===== src/hdl/rrts_pkg.sv =====
package rrts_pkg;

    localparam int TICK_W        = 32;
    localparam int NUM_TASKS_DEF = 8;
    localparam int MASK_W        = 8;
    localparam int TASK_OUT_W    = 3;

    localparam logic CMD_TICK  = 1'b0;
    localparam logic CMD_DELAY = 1'b1;

    typedef struct packed {
        logic              cmd;
        logic [TICK_W-1:0] delay_ticks;
    } t_in_item;

    typedef struct packed {
        logic [TASK_OUT_W-1:0] current_task;
        logic [TICK_W-1:0]     tick_count;
        logic                  delay_taken;
        logic [MASK_W-1:0]     ready_mask;
    } t_out_item;

    typedef enum logic [2:0] {
        S_IDLE,
        S_INC,
        S_WAKE,
        S_DELAY,
        S_PICK,
        S_OUT
    } t_state;

    typedef enum logic {
        ALU_ADD,
        ALU_SUB
    } t_alu_op;

endpackage


===== src/hdl/rrts_ram.sv =====
module rrts_ram #(
    parameter int WIDTH = 32,
    parameter int DEPTH = 8
) (
    input  logic                     i_clk,
    input  logic                     i_we,
    input  logic [$clog2(DEPTH)-1:0] i_waddr,
    input  logic [WIDTH-1:0]         i_wdata,
    input  logic [$clog2(DEPTH)-1:0] i_raddr,
    output logic [WIDTH-1:0]         o_rdata
);

    logic [WIDTH-1:0] r_mem [DEPTH];
    logic [WIDTH-1:0] r_rdata;

    always_ff @(posedge i_clk) begin
        if (i_we) begin
            r_mem[i_waddr] <= i_wdata;
        end
        r_rdata <= r_mem[i_raddr];
    end

    assign o_rdata = r_rdata;

endmodule


===== src/hdl/rrts_alu.sv =====
module rrts_alu
    import rrts_pkg::*;
(
    input  t_alu_op           i_op,
    input  logic [TICK_W-1:0] i_a,
    input  logic [TICK_W-1:0] i_b,
    output logic [TICK_W-1:0] o_sum,
    output logic              o_zero
);

    // one adder; subtract is a + ~b + 1
    logic [TICK_W-1:0] b_eff;
    logic              cin;

    assign b_eff  = (i_op == ALU_SUB) ? ~i_b : i_b;
    assign cin    = (i_op == ALU_SUB);
    assign o_sum  = i_a + b_eff + TICK_W'(cin);
    assign o_zero = (o_sum == '0);

endmodule


===== src/hdl/round_robin_task_scheduler_unit.sv =====
// Round-robin task scheduler. Slot 0 is the idle task and is never blocked.
// A tick transaction (cmd = tick) advances a wrapping 32-bit tick count, wakes
// every blocked task whose wake tick equals the new count, then picks the next
// task. A delay transaction blocks the running task until count + delay_ticks
// and picks the next task; from the idle task it is refused (delay_taken = 0,
// nothing changes). The pick scans slots running+1 .. running (wrapping) and
// takes the first ready non-idle task, else slot 0. Every input transaction
// yields exactly one result transaction. Timing: one item at a time; the input
// is stalled from acceptance until its result is loaded in the output
// register. All 32-bit adds and wake compares go through one shared adder,
// and the wake ticks sit in a small RAM read one slot per cycle. A tick runs
// the wake sweep and then the pick scan; a delay runs only the pick scan, and
// a refused delay neither. A waiting result does not block acceptance of the
// next item.
module round_robin_task_scheduler_unit
    import rrts_pkg::*;
#(
    parameter int NUM_TASKS = NUM_TASKS_DEF
) (
    input  logic      i_clk,
    input  logic      i_rst_n,
    input  logic      i_in_valid,
    output logic      o_in_stall,
    input  t_in_item  i_in_data,
    output logic      o_out_valid,
    input  logic      i_out_stall,
    output t_out_item o_out_data
);

    localparam int TW = $clog2(NUM_TASKS);
    localparam int MW = (NUM_TASKS > MASK_W) ? NUM_TASKS : MASK_W;
    localparam int PW = (TW > TASK_OUT_W) ? TW : TASK_OUT_W;
    localparam logic [MW-1:0] SLOT_MSK = {MW{1'b1}} >> (MW - NUM_TASKS);
    localparam logic [TW:0]   IDX_END  = (TW+1)'(NUM_TASKS);
    localparam logic [TW:0]   IDX_LAST = (TW+1)'(NUM_TASKS - 1);
    localparam logic [TW-1:0] SLOT_TOP = TW'(NUM_TASKS - 1);

    // control state
    t_state                r_state, n_state;
    logic [TICK_W-1:0]     r_ticks, n_ticks;
    logic [TW-1:0]         r_running, n_running;
    logic [NUM_TASKS-1:0]  r_blocked, n_blocked;
    logic                  r_rd_vld, n_rd_vld;
    logic                  r_out_valid, n_out_valid;

    // payload / scratch
    logic [TICK_W-1:0]     r_delay, n_delay;
    logic [TW:0]           r_idx, n_idx;
    logic [TW-1:0]         r_cand, n_cand;
    logic [TW-1:0]         r_rd_idx, n_rd_idx;
    logic                  r_taken, n_taken;
    t_out_item             r_out, n_out;

    // shared adder
    t_alu_op               alu_op;
    logic [TICK_W-1:0]     alu_a, alu_b, alu_sum;
    logic                  alu_zero;

    // wake-tick RAM
    logic                  ram_we;
    logic [TICK_W-1:0]     ram_rdata;

    logic                  in_acc;
    logic                  out_free;
    logic [TW-1:0]         pick_nxt;
    logic                  pick_hit;
    logic                  pick_last;
    logic                  wake_done;
    logic [MW-1:0]         blk_ext;
    logic [PW-1:0]         run_ext;

    assign in_acc    = i_in_valid && (r_state == S_IDLE);
    assign out_free  = !r_out_valid || !i_out_stall;
    assign pick_nxt  = (r_cand == SLOT_TOP) ? '0 : r_cand + 1'b1;
    assign pick_hit  = (pick_nxt != '0) && !r_blocked[pick_nxt];
    assign pick_last = (r_idx == IDX_LAST);
    assign wake_done = (r_idx == IDX_END) && !r_rd_vld;
    assign blk_ext   = MW'(r_blocked);
    assign run_ext   = PW'(r_running);

    // ALU operand select
    always_comb begin
        alu_a  = r_ticks;
        alu_op = ALU_SUB;
        alu_b  = ram_rdata;
        case (r_state)
            S_INC: begin
                alu_op = ALU_ADD;
                alu_b  = TICK_W'(1);
            end
            S_DELAY: begin
                alu_op = ALU_ADD;
                alu_b  = r_delay;
            end
            default: begin
                alu_op = ALU_SUB;
                alu_b  = ram_rdata;
            end
        endcase
    end

    rrts_alu u_alu (
        .i_op   (alu_op),
        .i_a    (alu_a),
        .i_b    (alu_b),
        .o_sum  (alu_sum),
        .o_zero (alu_zero)
    );

    assign ram_we = (r_state == S_DELAY) && (r_running != '0);

    rrts_ram #(
        .WIDTH (TICK_W),
        .DEPTH (NUM_TASKS)
    ) u_wake_ram (
        .i_clk   (i_clk),
        .i_we    (ram_we),
        .i_waddr (r_running),
        .i_wdata (alu_sum),
        .i_raddr (r_idx[TW-1:0]),
        .o_rdata (ram_rdata)
    );

    // next state
    always_comb begin
        n_state = r_state;
        case (r_state)
            S_IDLE: begin
                if (in_acc) begin
                    n_state = (i_in_data.cmd == CMD_TICK) ? S_INC : S_DELAY;
                end
            end
            S_INC: begin
                n_state = S_WAKE;
            end
            S_WAKE: begin
                if (wake_done) begin
                    n_state = S_PICK;
                end
            end
            S_DELAY: begin
                n_state = (r_running != '0) ? S_PICK : S_OUT;
            end
            S_PICK: begin
                if (pick_hit || pick_last) begin
                    n_state = S_OUT;
                end
            end
            S_OUT: begin
                if (out_free) begin
                    n_state = S_IDLE;
                end
            end
            default: begin
                n_state = S_IDLE;
            end
        endcase
    end

    // datapath / outputs
    always_comb begin
        n_ticks     = r_ticks;
        n_running   = r_running;
        n_blocked   = r_blocked;
        n_rd_vld    = 1'b0;
        n_rd_idx    = r_rd_idx;
        n_delay     = r_delay;
        n_idx       = r_idx;
        n_cand      = r_cand;
        n_taken     = r_taken;
        n_out       = r_out;
        n_out_valid = r_out_valid;

        // result leaves the output register
        if (r_out_valid && !i_out_stall) begin
            n_out_valid = 1'b0;
        end

        case (r_state)
            S_IDLE: begin
                if (in_acc) begin
                    n_delay = i_in_data.delay_ticks;
                    n_taken = 1'b0;
                end
            end
            S_INC: begin
                n_ticks = alu_sum;
                n_idx   = (TW+1)'(1);
            end
            S_WAKE: begin
                // read issued here, its registered data compared the cycle after
                if (r_idx != IDX_END) begin
                    n_rd_vld = 1'b1;
                    n_rd_idx = r_idx[TW-1:0];
                    n_idx    = r_idx + 1'b1;
                end
                if (r_rd_vld && r_blocked[r_rd_idx] && alu_zero) begin
                    n_blocked[r_rd_idx] = 1'b0;
                end
                if (wake_done) begin
                    n_idx  = '0;
                    n_cand = r_running;
                end
            end
            S_DELAY: begin
                if (r_running != '0) begin
                    n_blocked[r_running] = 1'b1;
                    n_taken = 1'b1;
                end
                n_idx  = '0;
                n_cand = r_running;
            end
            S_PICK: begin
                n_cand = pick_nxt;
                n_idx  = r_idx + 1'b1;
                if (pick_hit) begin
                    n_running = pick_nxt;
                end else if (pick_last) begin
                    n_running = '0;
                end
            end
            S_OUT: begin
                if (out_free) begin
                    n_out.current_task = run_ext[TASK_OUT_W-1:0];
                    n_out.tick_count   = r_ticks;
                    n_out.delay_taken  = r_taken;
                    n_out.ready_mask   = MASK_W'(~blk_ext & SLOT_MSK);
                    n_out_valid        = 1'b1;
                end
            end
            default: begin
                n_rd_vld = 1'b0;
            end
        endcase
    end

    always_ff @(posedge i_clk) begin
        if (!i_rst_n) begin
            r_state     <= S_IDLE;
            r_ticks     <= '0;
            r_running   <= TW'(1);
            r_blocked   <= '0;
            r_rd_vld    <= 1'b0;
            r_out_valid <= 1'b0;
        end else begin
            r_state     <= n_state;
            r_ticks     <= n_ticks;
            r_running   <= n_running;
            r_blocked   <= n_blocked;
            r_rd_vld    <= n_rd_vld;
            r_out_valid <= n_out_valid;
        end
    end

    always_ff @(posedge i_clk) begin
        r_delay  <= n_delay;
        r_idx    <= n_idx;
        r_cand   <= n_cand;
        r_rd_idx <= n_rd_idx;
        r_taken  <= n_taken;
        r_out    <= n_out;
    end

    assign o_in_stall  = (r_state != S_IDLE);
    assign o_out_valid = r_out_valid;
    assign o_out_data  = r_out;

endmodule

===== config.mk =====
export PLATFORM = sky130hd
export DESIGN_NAME = round_robin_task_scheduler_unit
export DESIGN_NICKNAME = d
export VERILOG_FILES = /design/src/hdl/rrts_pkg.sv /design/src/hdl/rrts_ram.sv /design/src/hdl/rrts_alu.sv /design/src/hdl/round_robin_task_scheduler_unit.sv
export SDC_FILE = /design/constraint.sdc
export NUM_CORES = 1
export LEC_CHECK = 0
export ABC_CLOCK_PERIOD_IN_PS = 5900
export BUFFER_PORTS_ARGS = -buffer_cell sky130_fd_sc_hd__buf_4
export CAP_MARGIN = 20
export CORE_MARGIN = 2
export CORE_UTILIZATION = 50
export CTS_CLUSTER_SIZE = 10
export DETAILED_ROUTE_END_ITERATION = 10
export GPL_ROUTABILITY_DRIVEN = 0
export GPL_TIMING_DRIVEN = 0
export PLACE_DENSITY = 0.8
export SYNTH_ARGS = -nofsm -noshare
export SYNTH_HDL_FRONTEND = slang
export SYNTH_HIERARCHICAL = 1
export SYNTH_SLANG_ARGS = --single-unit

===== constraint.sdc =====
create_clock -name i_clk -period 5.9 [get_ports i_clk]
set_clock_uncertainty 0.2 [all_clocks]
set_input_delay 0.885 -clock i_clk [delete_from_list [all_inputs] [get_ports i_clk]]
set_output_delay 0.885 -clock i_clk [all_outputs]
set_load 0.01 [all_outputs]

==> out/metrics.cfg, run 1 <==
[sta]
relSlewSlack_pct = 35.3
final-max-slew-violation-count = 0
tightest_slew_ns = 0.964
setup_ws_ns = 0.169
min_period_over_period_pct = 97.1
setup_viol = 0
hold_viol = 0
holdWs_ns = 0.219
setup_tns_ns = 0
fmax_mhz = 175
period_minus_slack_ns = 5.73

[route]
routed_wl_mm = 41.9
num_vias = 11000
drtPass1Iterations = 6
first_iter_violations = 1116
ant_nets = 0
drcViolationCount = 0
viasPerCell = 5.95
wire_per_inst_um = 22.7

[clock_tree]
clkLatencyLatePin_ns = 0.55
cts_max_level = 2
hold_buffers = 0
clk_pin_slew_worst_paths_ns = 0.06
cts_sinks = 423
cts_buffers = 49
cts_tree = yes
cts-root-buf = clkbuf_16
clockBufferDepth = 3

[logic_synthesis]
yosys_register_bits = 423
yosysWarnings = 6
synth_commonest_cells = 343 x edfxtp_1, 166 x nand2_1, 80 x dfxtp_1
synth_largest_area_cell = edfxtp_1
synth_edf_count = 343
yosysMostFrequentCell = edfxtp_1
synth_top_area_share_pct = 57.6
ys.flop_type = edfxtp_1
ys_seq_area_share_pct = 66.5
syn-cell-area_mm2 = 0.0179
synthCells = 1194
synth_nets = 1269
synth_cell_types = 78
synth.top_cells.by_area = edfxtp_1 58%, dfxtp_1 9.0%, mux4_1 5.9%, nand2_1 3.5%, mux4_2 3.4%
syn_area_per_cell_um2 = 15.0
async_flop_share_pct = 0

[setup_path]
cp-end-kind = flip-flop
startpoint_type = flip-flop
required_ns = 6.13
arrival_ns = 5.96
crit_fanout = 14
critPathKind = reg -> reg

[global_routing]
grt_pass1_vias = 10800
track_usage_pct = 22.7
grt_max_degree = 29
grt_pass1_wl_mm = 63.1
antenna_found_initial = 0
grt_overflow = 0

[place]
place_ws_ns = -1.53
io_buffer_count = 81
dp.cells = 1751
hpwl_mm = 28.0

[floorplan]
dieHeight_um = 193
ioPinCount = 83
die_w_um = 193
die_area_mm2 = 0.0373
start_util_pct = 50.5
core-area_mm2 = 0.0354
rows = 69

[pwr]
p_sw_share_pct = 34.5
clockPowerShare_pct = 24.3
leakage_nw = 7.44
ir_worst_vdd_mv = 0.252
p_switching_mw = 3.85
p_comb_share_pct = 34.9
power_frac_seq_pct = 40.8
internal_power_mw = 7.29
power.density_mw_per_mm2 = 529

[final_layout]
drive_above_1_share_pct = 21.3
final_cells = 1844
area_growth_pct = 17.7
fin_nets = 1419
antennaDiodeCount = 0

[min_path]
hold_class = reg -> reg

[status]
status = complete, no violations

[flow_run]
drv_cap = 0

[final timing paths]
path	from	end	slack [ns]	depth (start not counted)
setup / recovery	r_state[0]$_SDFFE_PN0P_	blk_ext[5]$_SDFFE_PN0P_	0.17	21
hold / removal	r_taken$_DFFE_PP_	o_out_data[8]$_DFFE_PP_	0.22	0
setup reg to reg	r_state[0]$_SDFFE_PN0P_	blk_ext[5]$_SDFFE_PN0P_	0.17	21
hold reg to reg	r_taken$_DFFE_PP_	o_out_data[8]$_DFFE_PP_	0.22	0
[registers in the layout (all words and copies together), names as in the netlist]
signal / cells
alu_a: 32
blk_ext: 8
o_out_data: 44
o_out_valid: 1
r_cand: 3
r_delay: 32
r_idx: 4
r_rd_idx: 3
r_rd_vld: 1
r_running: 3
r_state: 3
r_taken: 1
u_wake_ram/o_rdata: 32
u_wake_ram/r_mem: 256
[critical path: stages, from the launching register on]
cell and delay, ns:
dfxtp_1 0.33, buf_4 0.18, nand2b_4 0.08, clkbuf_4 0.22
buf_8 0.19, clkbuf_8 0.20, xor2_1 0.18, ha_2 0.40
nand4_1 0.11, o22ai_1 0.28, o21ai_1 0.20, o21ba_2 0.28
o21ai_4 0.28, xor2_2 0.22, or3_1 0.45, nor4_2 0.27
nand4b_1 0.19, nor4bb_2 0.41, nand4_1 0.25, nor3b_2 0.29
nand3_1 0.11, a32o_1 0.27
[what timing repair did]
| action | 4_1_cts | 5_1_grt |
|---|---|---|
| setup endpoints to repair | 62 | 8 |
| setup buffers | 2 | 2 |
| pin swaps | 3 | 7 |
| resized for setup | 32 | 42 |
[layout by cell type, fill, tap and decap left out, types with 5 or more instances in the layout]
| master | netlist | routed |
|---|---|---|
| nor2_1 | 46 | 40 |
| buf_4 | 1 | 90 |
| buf_12 | 0 | 7 |
| o21ai_0 | 47 | 36 |
| edfxtp_1 | 343 | 343 |
| a21o_1 | 10 | 10 |
| xnor2_1 | 20 | 17 |
| a211oi_1 | 5 | 5 |
| ha_1 | 37 | 35 |
| clkbuf_1 | 25 | 49 |
| nand2_1 | 166 | 165 |
| inv_1 | 22 | 22 |
| nand3_1 | 13 | 13 |
| buf_2 | 13 | 14 |
| a31oi_1 | 7 | 7 |
| mux2_2 | 32 | 32 |
| mux4_2 | 27 | 27 |
| nand2b_1 | 12 | 12 |
| nand4_1 | 7 | 7 |
| dfxtp_1 | 80 | 79 |
| mux4_1 | 40 | 40 |
| a21oi_1 | 74 | 72 |
| buf_6 | 7 | 13 |
| nor3_1 | 11 | 9 |
| nor2_4 | 0 | 6 |
| xor2_1 | 42 | 38 |
| o211ai_1 | 5 | 5 |
| o21a_1 | 6 | 6 |
| o21ai_1 | 6 | 16 |
| clkbuf_16 | 0 | 49 |
[logic make-up (layout without fill, tap and decap cells)]
group	Yosys count	count (layout)	synth area share, %
xor gates and xnor gates	62	62	3.03
and+or+nand+nor	295	295	7.48
DFF	423	423	66.5
adders and majority gates	38	38	2.70
AOI/OAI and AO/OA	195	195	6.71
buffers and inverters	78	267	2.05
muxes	103	103	11.5
[stage by stage]
step	total power [mW]	instance area [um^2]	util, %
after detailed placement	8.19	19400	54.8
after global routing	11.7	21100	59.5
after CTS	11.0	20900	59.1
final	11.1	21100	59.5
after global placement	8.01	19100	53.9
after floorplan	7.08	17900	-
[per-layer routing]
| metal | wire [um] | GRT usage (%) | vias up |
|---|---|---|---|
| met5 | 0 | 0 | - |
| met4 | 1200 | 7.60 | 0 |
| met3 | 3470 | 3.49 | 92 |
| met2 | 20200 | 36.9 | 527 |
| met1 | 17100 | 31.7 | 5470 |
| li1 | - | - | 4882 |
[power groups by stage]
stage	Sequential (mW)	Clock (mW)	Combinational, mW
detailed placement	4.60	0	3.59
global route	4.57	2.87	4.26
CTS	4.54	2.75	3.69
global placement	4.59	0	3.41
floorplan	4.51	0	2.57
finish	4.54	2.71	3.89
[final cells by class]
cell class              count  area (um^2)
fillers                  2561        14300
clock buffers              86         1380
clock inverters             4         56.3
plain buffers              52          340
well taps                 461          577
multi-input cells         693         5840
inverters                  24         90.1
repair buffers            101          886
flip-flops and latches    423        11900
No activity file was read; power rests on OpenSTA's default activity.
==> run 2, diff against run 1 <==
--- a/config.mk
+++ b/config.mk
@@ -10,6 +10,7 @@
 export CAP_MARGIN = 20
 export CORE_MARGIN = 2
 export CORE_UTILIZATION = 50
+export CTS_BUF_LIST = sky130_fd_sc_hd__clkbuf_4
 export CTS_CLUSTER_SIZE = 10
 export DETAILED_ROUTE_END_ITERATION = 10
 export GPL_ROUTABILITY_DRIVEN = 0
==> run 2 against run 1 <==
Compared with the run above:
- non-clock buffer count increased by 1
- register-to-register slack improved by 0.02 ns
- setup slack improved by 0.023 ns
- first-iteration DRC count decreased by 3.6%
- wire length increased by 1.5%
- maximum frequency increased by 0.40%
- critical path depth increased by 2
- combinational power increased by 3%
- hold slack got worse by 0.16 ns
- core utilization increased by 0.28 points
- critical endpoint is now blk_ext[1]$_SDFFE_PN0P_
- highest routed layer unchanged
==> out/metrics.cfg, run 2 (synthesis gave the netlist of run 1 again) <==
[final_layout]
final_cells = 1953
top_register = u_wake_ram/r_mem
fin_nets = 1475
final_common_cell = edfxtp_1
final_util_pct = 59.8
drive_above_1_share_pct = 28.4
area_growth_pct = 18.3
final_cell_mix = 343 x edfxtp_1, 168 x clkbuf_4, 165 x nand2_1
largest_register_ffs = 256

[route]
viasPerCell = 5.78
drtPass1Iterations = 6
num_vias = 11300
ant_nets = 0
first_iter_violations = 1076
wire_per_inst_um = 21.8
drcViolationCount = 0
routed_wl_mm = 42.6

[global_routing]
grt_pass1_wl_mm = 64.0
track_usage_pct = 23.2
antenna_found_initial = 1
grt_overflow = 0
grt_max_degree = 29
grt_pass1_vias = 11300

[sta]
setup_ws_ns = 0.192
fmax_mhz = 175
setup_viol = 0
final-max-slew-violation-count = 0
holdWs_ns = 0.0640
hold_viol = 0
min_period_over_period_pct = 96.7
tightest_slew_ns = 1.01
relSlewSlack_pct = 31.9
period_minus_slack_ns = 5.71

[setup_path]
r2r_start = r_state[0]$_SDFFE_PN0P_
crit_fanout = 10
startpoint_type = flip-flop
arrival_ns = 6.16
startpoint = r_state[0]$_SDFFE_PN0P_
cp-end-kind = flip-flop
rrSetupSlack_ns = 0.19
critPathKind = reg -> reg
required_ns = 6.35

[floorplan]
die_area_mm2 = 0.0373
core-area_mm2 = 0.0354
start_util_pct = 50.5
die_w_um = 193
rows = 69
dieHeight_um = 193
ioPinCount = 83

[pwr]
fin_total_pwr_mw = 11.1
p_sw_share_pct = 35.7
power.density_mw_per_mm2 = 523
p_comb_share_pct = 36.0
ir_worst_vdd_mv = 0.308
p_switching_mw = 3.95
internal_power_mw = 7.13
leakage_nw = 7.65
power_frac_seq_pct = 41.0
clockPowerShare_pct = 23.0

[clock_tree]
clkLatencyLatePin_ns = 0.79
cts_max_level = 3
clk_pin_slew_worst_paths_ns = 0.07
cts_sinks = 423
cts_buffers = 104
clockBufferDepth = 3
cts_tree = yes
cts-root-buf = clkbuf_4

[place]
io_buffer_count = 81
hpwl_mm = 28.0
dp.cells = 1751
place_ws_ns = -1.53

[min_path]
hold_class = in -> reg
hold_path_startpoint = i_in_data[30]

[flow_run]
drv_cap = 0

[status]
status = complete, no violations

[run 2: cell count changes in the layout (fill, tap and decap cells not counted), moves of 3 or more]
cell / change
clkbuf_1: -36
clkbuf_16: -48
clkbuf_4: +164
clkinv_1: +21
clkinv_2: +5
inv_2: +4
o21ai_0: +3
o21ai_1: -3
[run 2: area by class of cell]
class	instances	area, um^2
fill	2612	14200
sequential	423	11900
multi-input combinational	693	5900
clock buffer	163	1220
timing repair buffer	102	893
tap	461	577
buffer	52	355
clock inverter	34	218
inverter	24	90.1
antenna	1	2.50
[run 2: routing by layer]
| metal | wire length [um] | up-vias | global-route usage (%) |
|---|---|---|---|
| li1 | - | 5076 | - |
| met1 | 17300 | 5561 | 31.2 |
| met2 | 20400 | 553 | 36.8 |
| met3 | 3470 | 107 | 4.67 |
| met4 | 1400 | 0 | 10.1 |
| met5 | 0 | - | 0 |
[run 2: path summary, 6_finish.rpt]
check | cells past startpoint | endpoint
worst max-delay path | 23 | blk_ext[1]$_SDFFE_PN0P_
worst min register to register | 0 | o_out_data[8]$_DFFE_PP_
worst max register to register | 23 | blk_ext[1]$_SDFFE_PN0P_
worst min-delay path | 1 | r_delay[30]$_DFFE_PP_
[run 2: through the flow]
step                instance area, um^2  TNS [ns]
finish                            21200         0
global route                      21200    -0.117
CTS                               20900         0
detailed placement                19400    -16.65
global placement                  19100    -26.21
floorplan                         17900         0
[run 2: power groups by stage]
stage | sequential, mW | clock (mW) | combinational, mW
2_1_floorplan | 4.51 | 0 | 2.57
3_3_place_gp | 4.59 | 0 | 3.41
3_5_place_dp | 4.60 | 0 | 3.59
4_1_cts | 4.54 | 2.60 | 3.69
5_1_grt | 4.56 | 2.75 | 4.35
6_report | 4.54 | 2.55 | 3.99
[run 2: critical path, cell delays in order (launching register included)]
cell	delay, ns
dfxtp_1	0.31
buf_4	0.17
nand2b_4	0.09
clkbuf_4	0.24
buf_6	0.21
nand2_1	0.08
o21ai_0	0.17
mux2i_1	0.36
fa_2	0.30
nor2b_2	0.07
o2111ai_4	0.26
nand2_2	0.15
xor2_4	0.21
or4_4	0.57
nor4_4	0.19
nand4b_1	0.25
nor4_2	0.24
nand4b_1	0.19
nor4bb_2	0.41
nand4_1	0.25
nor3b_2	0.28
buf_4	0.15
a31oi_1	0.07
o21a_1	0.17
[run 2: timing repair]
item,4_1_cts,5_1_grt
pin swaps,4,7
gates resized for setup,32,51
endpoints found under the setup margin,53,8
hold buffers,0,0
endpoints found under the hold margin,0,0
buffers inserted,2,3
==> run 3, diff against run 2 <==
--- a/config.mk
+++ b/config.mk
@@ -8,14 +8,17 @@
 export ABC_CLOCK_PERIOD_IN_PS = 5900
 export BUFFER_PORTS_ARGS = -buffer_cell sky130_fd_sc_hd__buf_4
 export CAP_MARGIN = 20
+export CELL_PAD_IN_SITES_DETAIL_PLACEMENT = 2
+export CELL_PAD_IN_SITES_GLOBAL_PLACEMENT = 2
 export CORE_MARGIN = 2
-export CORE_UTILIZATION = 50
+export CORE_UTILIZATION = 42
 export CTS_BUF_LIST = sky130_fd_sc_hd__clkbuf_4
 export CTS_CLUSTER_SIZE = 10
 export DETAILED_ROUTE_END_ITERATION = 10
 export GPL_ROUTABILITY_DRIVEN = 0
 export GPL_TIMING_DRIVEN = 0
-export PLACE_DENSITY = 0.8
+export PLACE_DENSITY = 0.88
+export SETUP_SLACK_MARGIN = 0.2
 export SYNTH_ARGS = -nofsm -noshare
 export SYNTH_HDL_FRONTEND = slang
 export SYNTH_HIERARCHICAL = 1
==> constraint.sdc (replaced) <==
create_clock -name i_clk -period 5.9 [get_ports i_clk]
set_clock_uncertainty 0.2 [all_clocks]
set_input_delay 0.885 -clock i_clk [delete_from_list [all_inputs] [get_ports i_clk]]
set_output_delay 0.885 -clock i_clk [all_outputs]
set_load 0.05 [all_outputs]
==> run 3 against run 2 <==
Compared with the run above:
- the flow now finishes with violations (negative setup slack)
- design area increased by 8.8%
- clock power up 19%
- cell count increased by 9.3%
- combinational power grew 62%
- sequential share of layout area fell by 4.5 points
- total power up 27%
- global-route usage is 14 points higher
- critical endpoint is now blk_ext[5]$_SDFFE_PN0P_
- largest cell class unchanged
- largest power group is now combinational logic
- highest routed layer is now met5
==> out/metrics.cfg, run 3 (synthesis gave the netlist of run 1 again) <==
[clock_tree]
cts_buffers = 111
cts-root-buf = clkbuf_4
clkLatencyLatePin_ns = 0.91
clk_pin_slew_worst_paths_ns = 0.08
clockBufferDepth = 3
cts_max_level = 3
cts_sinks = 423
cts_tree = yes

[final_layout]
final_cell_mix = 343 x edfxtp_1, 177 x clkbuf_4, 161 x nand2_1
final_util_pct = 54.8
final_cells = 2135
fin_nets = 1570
fill_cells = 3731
final_common_cell = edfxtp_1
drive_above_1_share_pct = 36.6
largest_register_ffs = 256
top_register = u_wake_ram/r_mem
area_growth_pct = 28.8

[setup_path]
startpoint_type = flip-flop
cp-end-kind = flip-flop
crit_fanout = 10
required_ns = 6.45
critPathKind = reg -> reg
slowest_delay_ns = 0.54
arrival_ns = 6.81
cp_slowest_cell = or4_4
crit_chain = buf_6, nand2b_4, clkbuf_16, buf_12, buf_12, clkbuf_16, xor2_4, buf_4, ha_1, nand2_1, o21ai_2, xor2_4, or4_4, nor4_4, nand4b_1, nor4_4, nand4b_1, nor4bb_4, nand4_1, buf_6, nor3b_4, nand3_2, a32o_2

[status]
violations = negative setup slack
status = finished with violations

[min_path]
hold_class = in -> reg

[sta]
period_minus_slack_ns = 6.26
fmax_mhz = 160
rsz0062_at_grt = yes
setup_tns_ns = -1.88
tightest_slew_ns = 1.23
relSlewSlack_pct = 17.7
min_period_over_period_pct = 106
hold_viol = 0
setup_ws_ns = -0.362
setup_viol = 8
final-max-slew-violation-count = 0

[flow_run]
drv_cap = 0

[floorplan]
start_util_pct = 42.6
ioPinCount = 83
dieHeight_um = 210
core-area_mm2 = 0.0420
die_w_um = 210
rows = 75
die_area_mm2 = 0.0443

[route]
viasPerCell = 6.67
routed_wl_mm = 88.4
drcViolationCount = 0
num_vias = 14200
first_iter_violations = 1729
ant_nets = 0
wire_per_inst_um = 41.4
drtPass1Iterations = 5

[global_routing]
grt_overflow = 0
grt_max_degree = 26
track_usage_pct = 37.0
grt_pass1_wl_mm = 115
antenna_found_initial = 4
grt_pass1_vias = 15100

[pwr]
ir_worst_vdd_mv = 0.213
leakage_nw = 8.36
power.density_mw_per_mm2 = 613

[place]
io_buffer_count = 81
dp.cells = 1831
place_ws_ns = -2.99
hpwl_mm = 41.0

==> run 3: cell count changes in the layout (fill, tap and decap cells not counted), moves of 8 or more <==
cell	previous run	this run
buf_4	91	138
clkbuf_4	168	177
xnor2_1	15	7
a21oi_2	2	11
o21ai_0	39	24
xor2_1	38	27
dlygate4sd3_1	0	27
a21oi_1	71	59
==> run 3: critical path: cells and delay by family (launching register included) <==
family	cells	cell delay [ns]
and+or+nand+nor	11	3.00
buffers and inverters	7	1.08
AOI/OAI and AO/OA	2	0.71
xor gates and xnor gates	2	0.42
DFF	1	0.35
adders and majority gates	1	0.32
==> run 3: per-stage QoR <==
stage	hold WS, ns	instance area (um^2)	power, mW
finish	0.0555	23000	14.1
global route	0.0199	23000	14.3
CTS	0.000585	22400	12.6
detailed placement	0.264	19500	8.67
global placement	0.206	19200	8.17
floorplan	0.200	17900	7.11
==> run 3: metal layers <==
layer | track usage (%) | up-vias | routed length (um)
met5 | 0 | - | 4
met4 | 24.8 | 2 | 7690
met3 | 8.08 | 488 | 8140
met2 | 61.7 | 1273 | 41500
met1 | 43.1 | 7231 | 31100
li1 | - | 5240 | -
==> run 3: final timing paths <==
kind              slack [ns]                    start                      end  depth (start not counted)
setup / recovery       -0.36  r_state[0]$_SDFFE_PN0P_  blk_ext[5]$_SDFFE_PN0P_                         23
hold / removal          0.06             i_in_data[4]     r_delay[4]$_DFFE_PP_                          1
setup reg to reg       -0.36  r_state[0]$_SDFFE_PN0P_  blk_ext[5]$_SDFFE_PN0P_                         23
hold reg to reg         0.27        r_taken$_DFFE_PP_  o_out_data[8]$_DFFE_PP_                          0
==> run 3: area by class of cell <==
class | instances | area, um^2 | share of cell area [%]
buffer | 54 | 508 | 2.20
tap | 539 | 674 | 2.93
inverter | 24 | 93.8 | 0.407
sequential | 423 | 11900 | 51.7
multi-input combinational | 693 | 6660 | 28.9
clock inverter | 35 | 163 | 0.706
timing repair buffer | 188 | 1710 | 7.40
clock buffer | 175 | 1310 | 5.70
antenna | 4 | 10.0 | 0.0434
==> run 3: power by group <==
group,internal [mW],total [mW],switching (mW)
Sequential,4.37,4.62,0.255
Combinational,2.10,6.47,4.37
Clock,1.39,3.03,1.63
Total,7.86,14.1,6.25
==> run 3: timing repair <==
item | in CTS | in global routing
endpoints found under the hold margin | 27 | 0
gates resized for setup | 181 | 86
pin swaps | 34 | 35
endpoints found under the setup margin | 252 | 8
hold buffers | 27 | 0
buffers inserted | 36 | 26
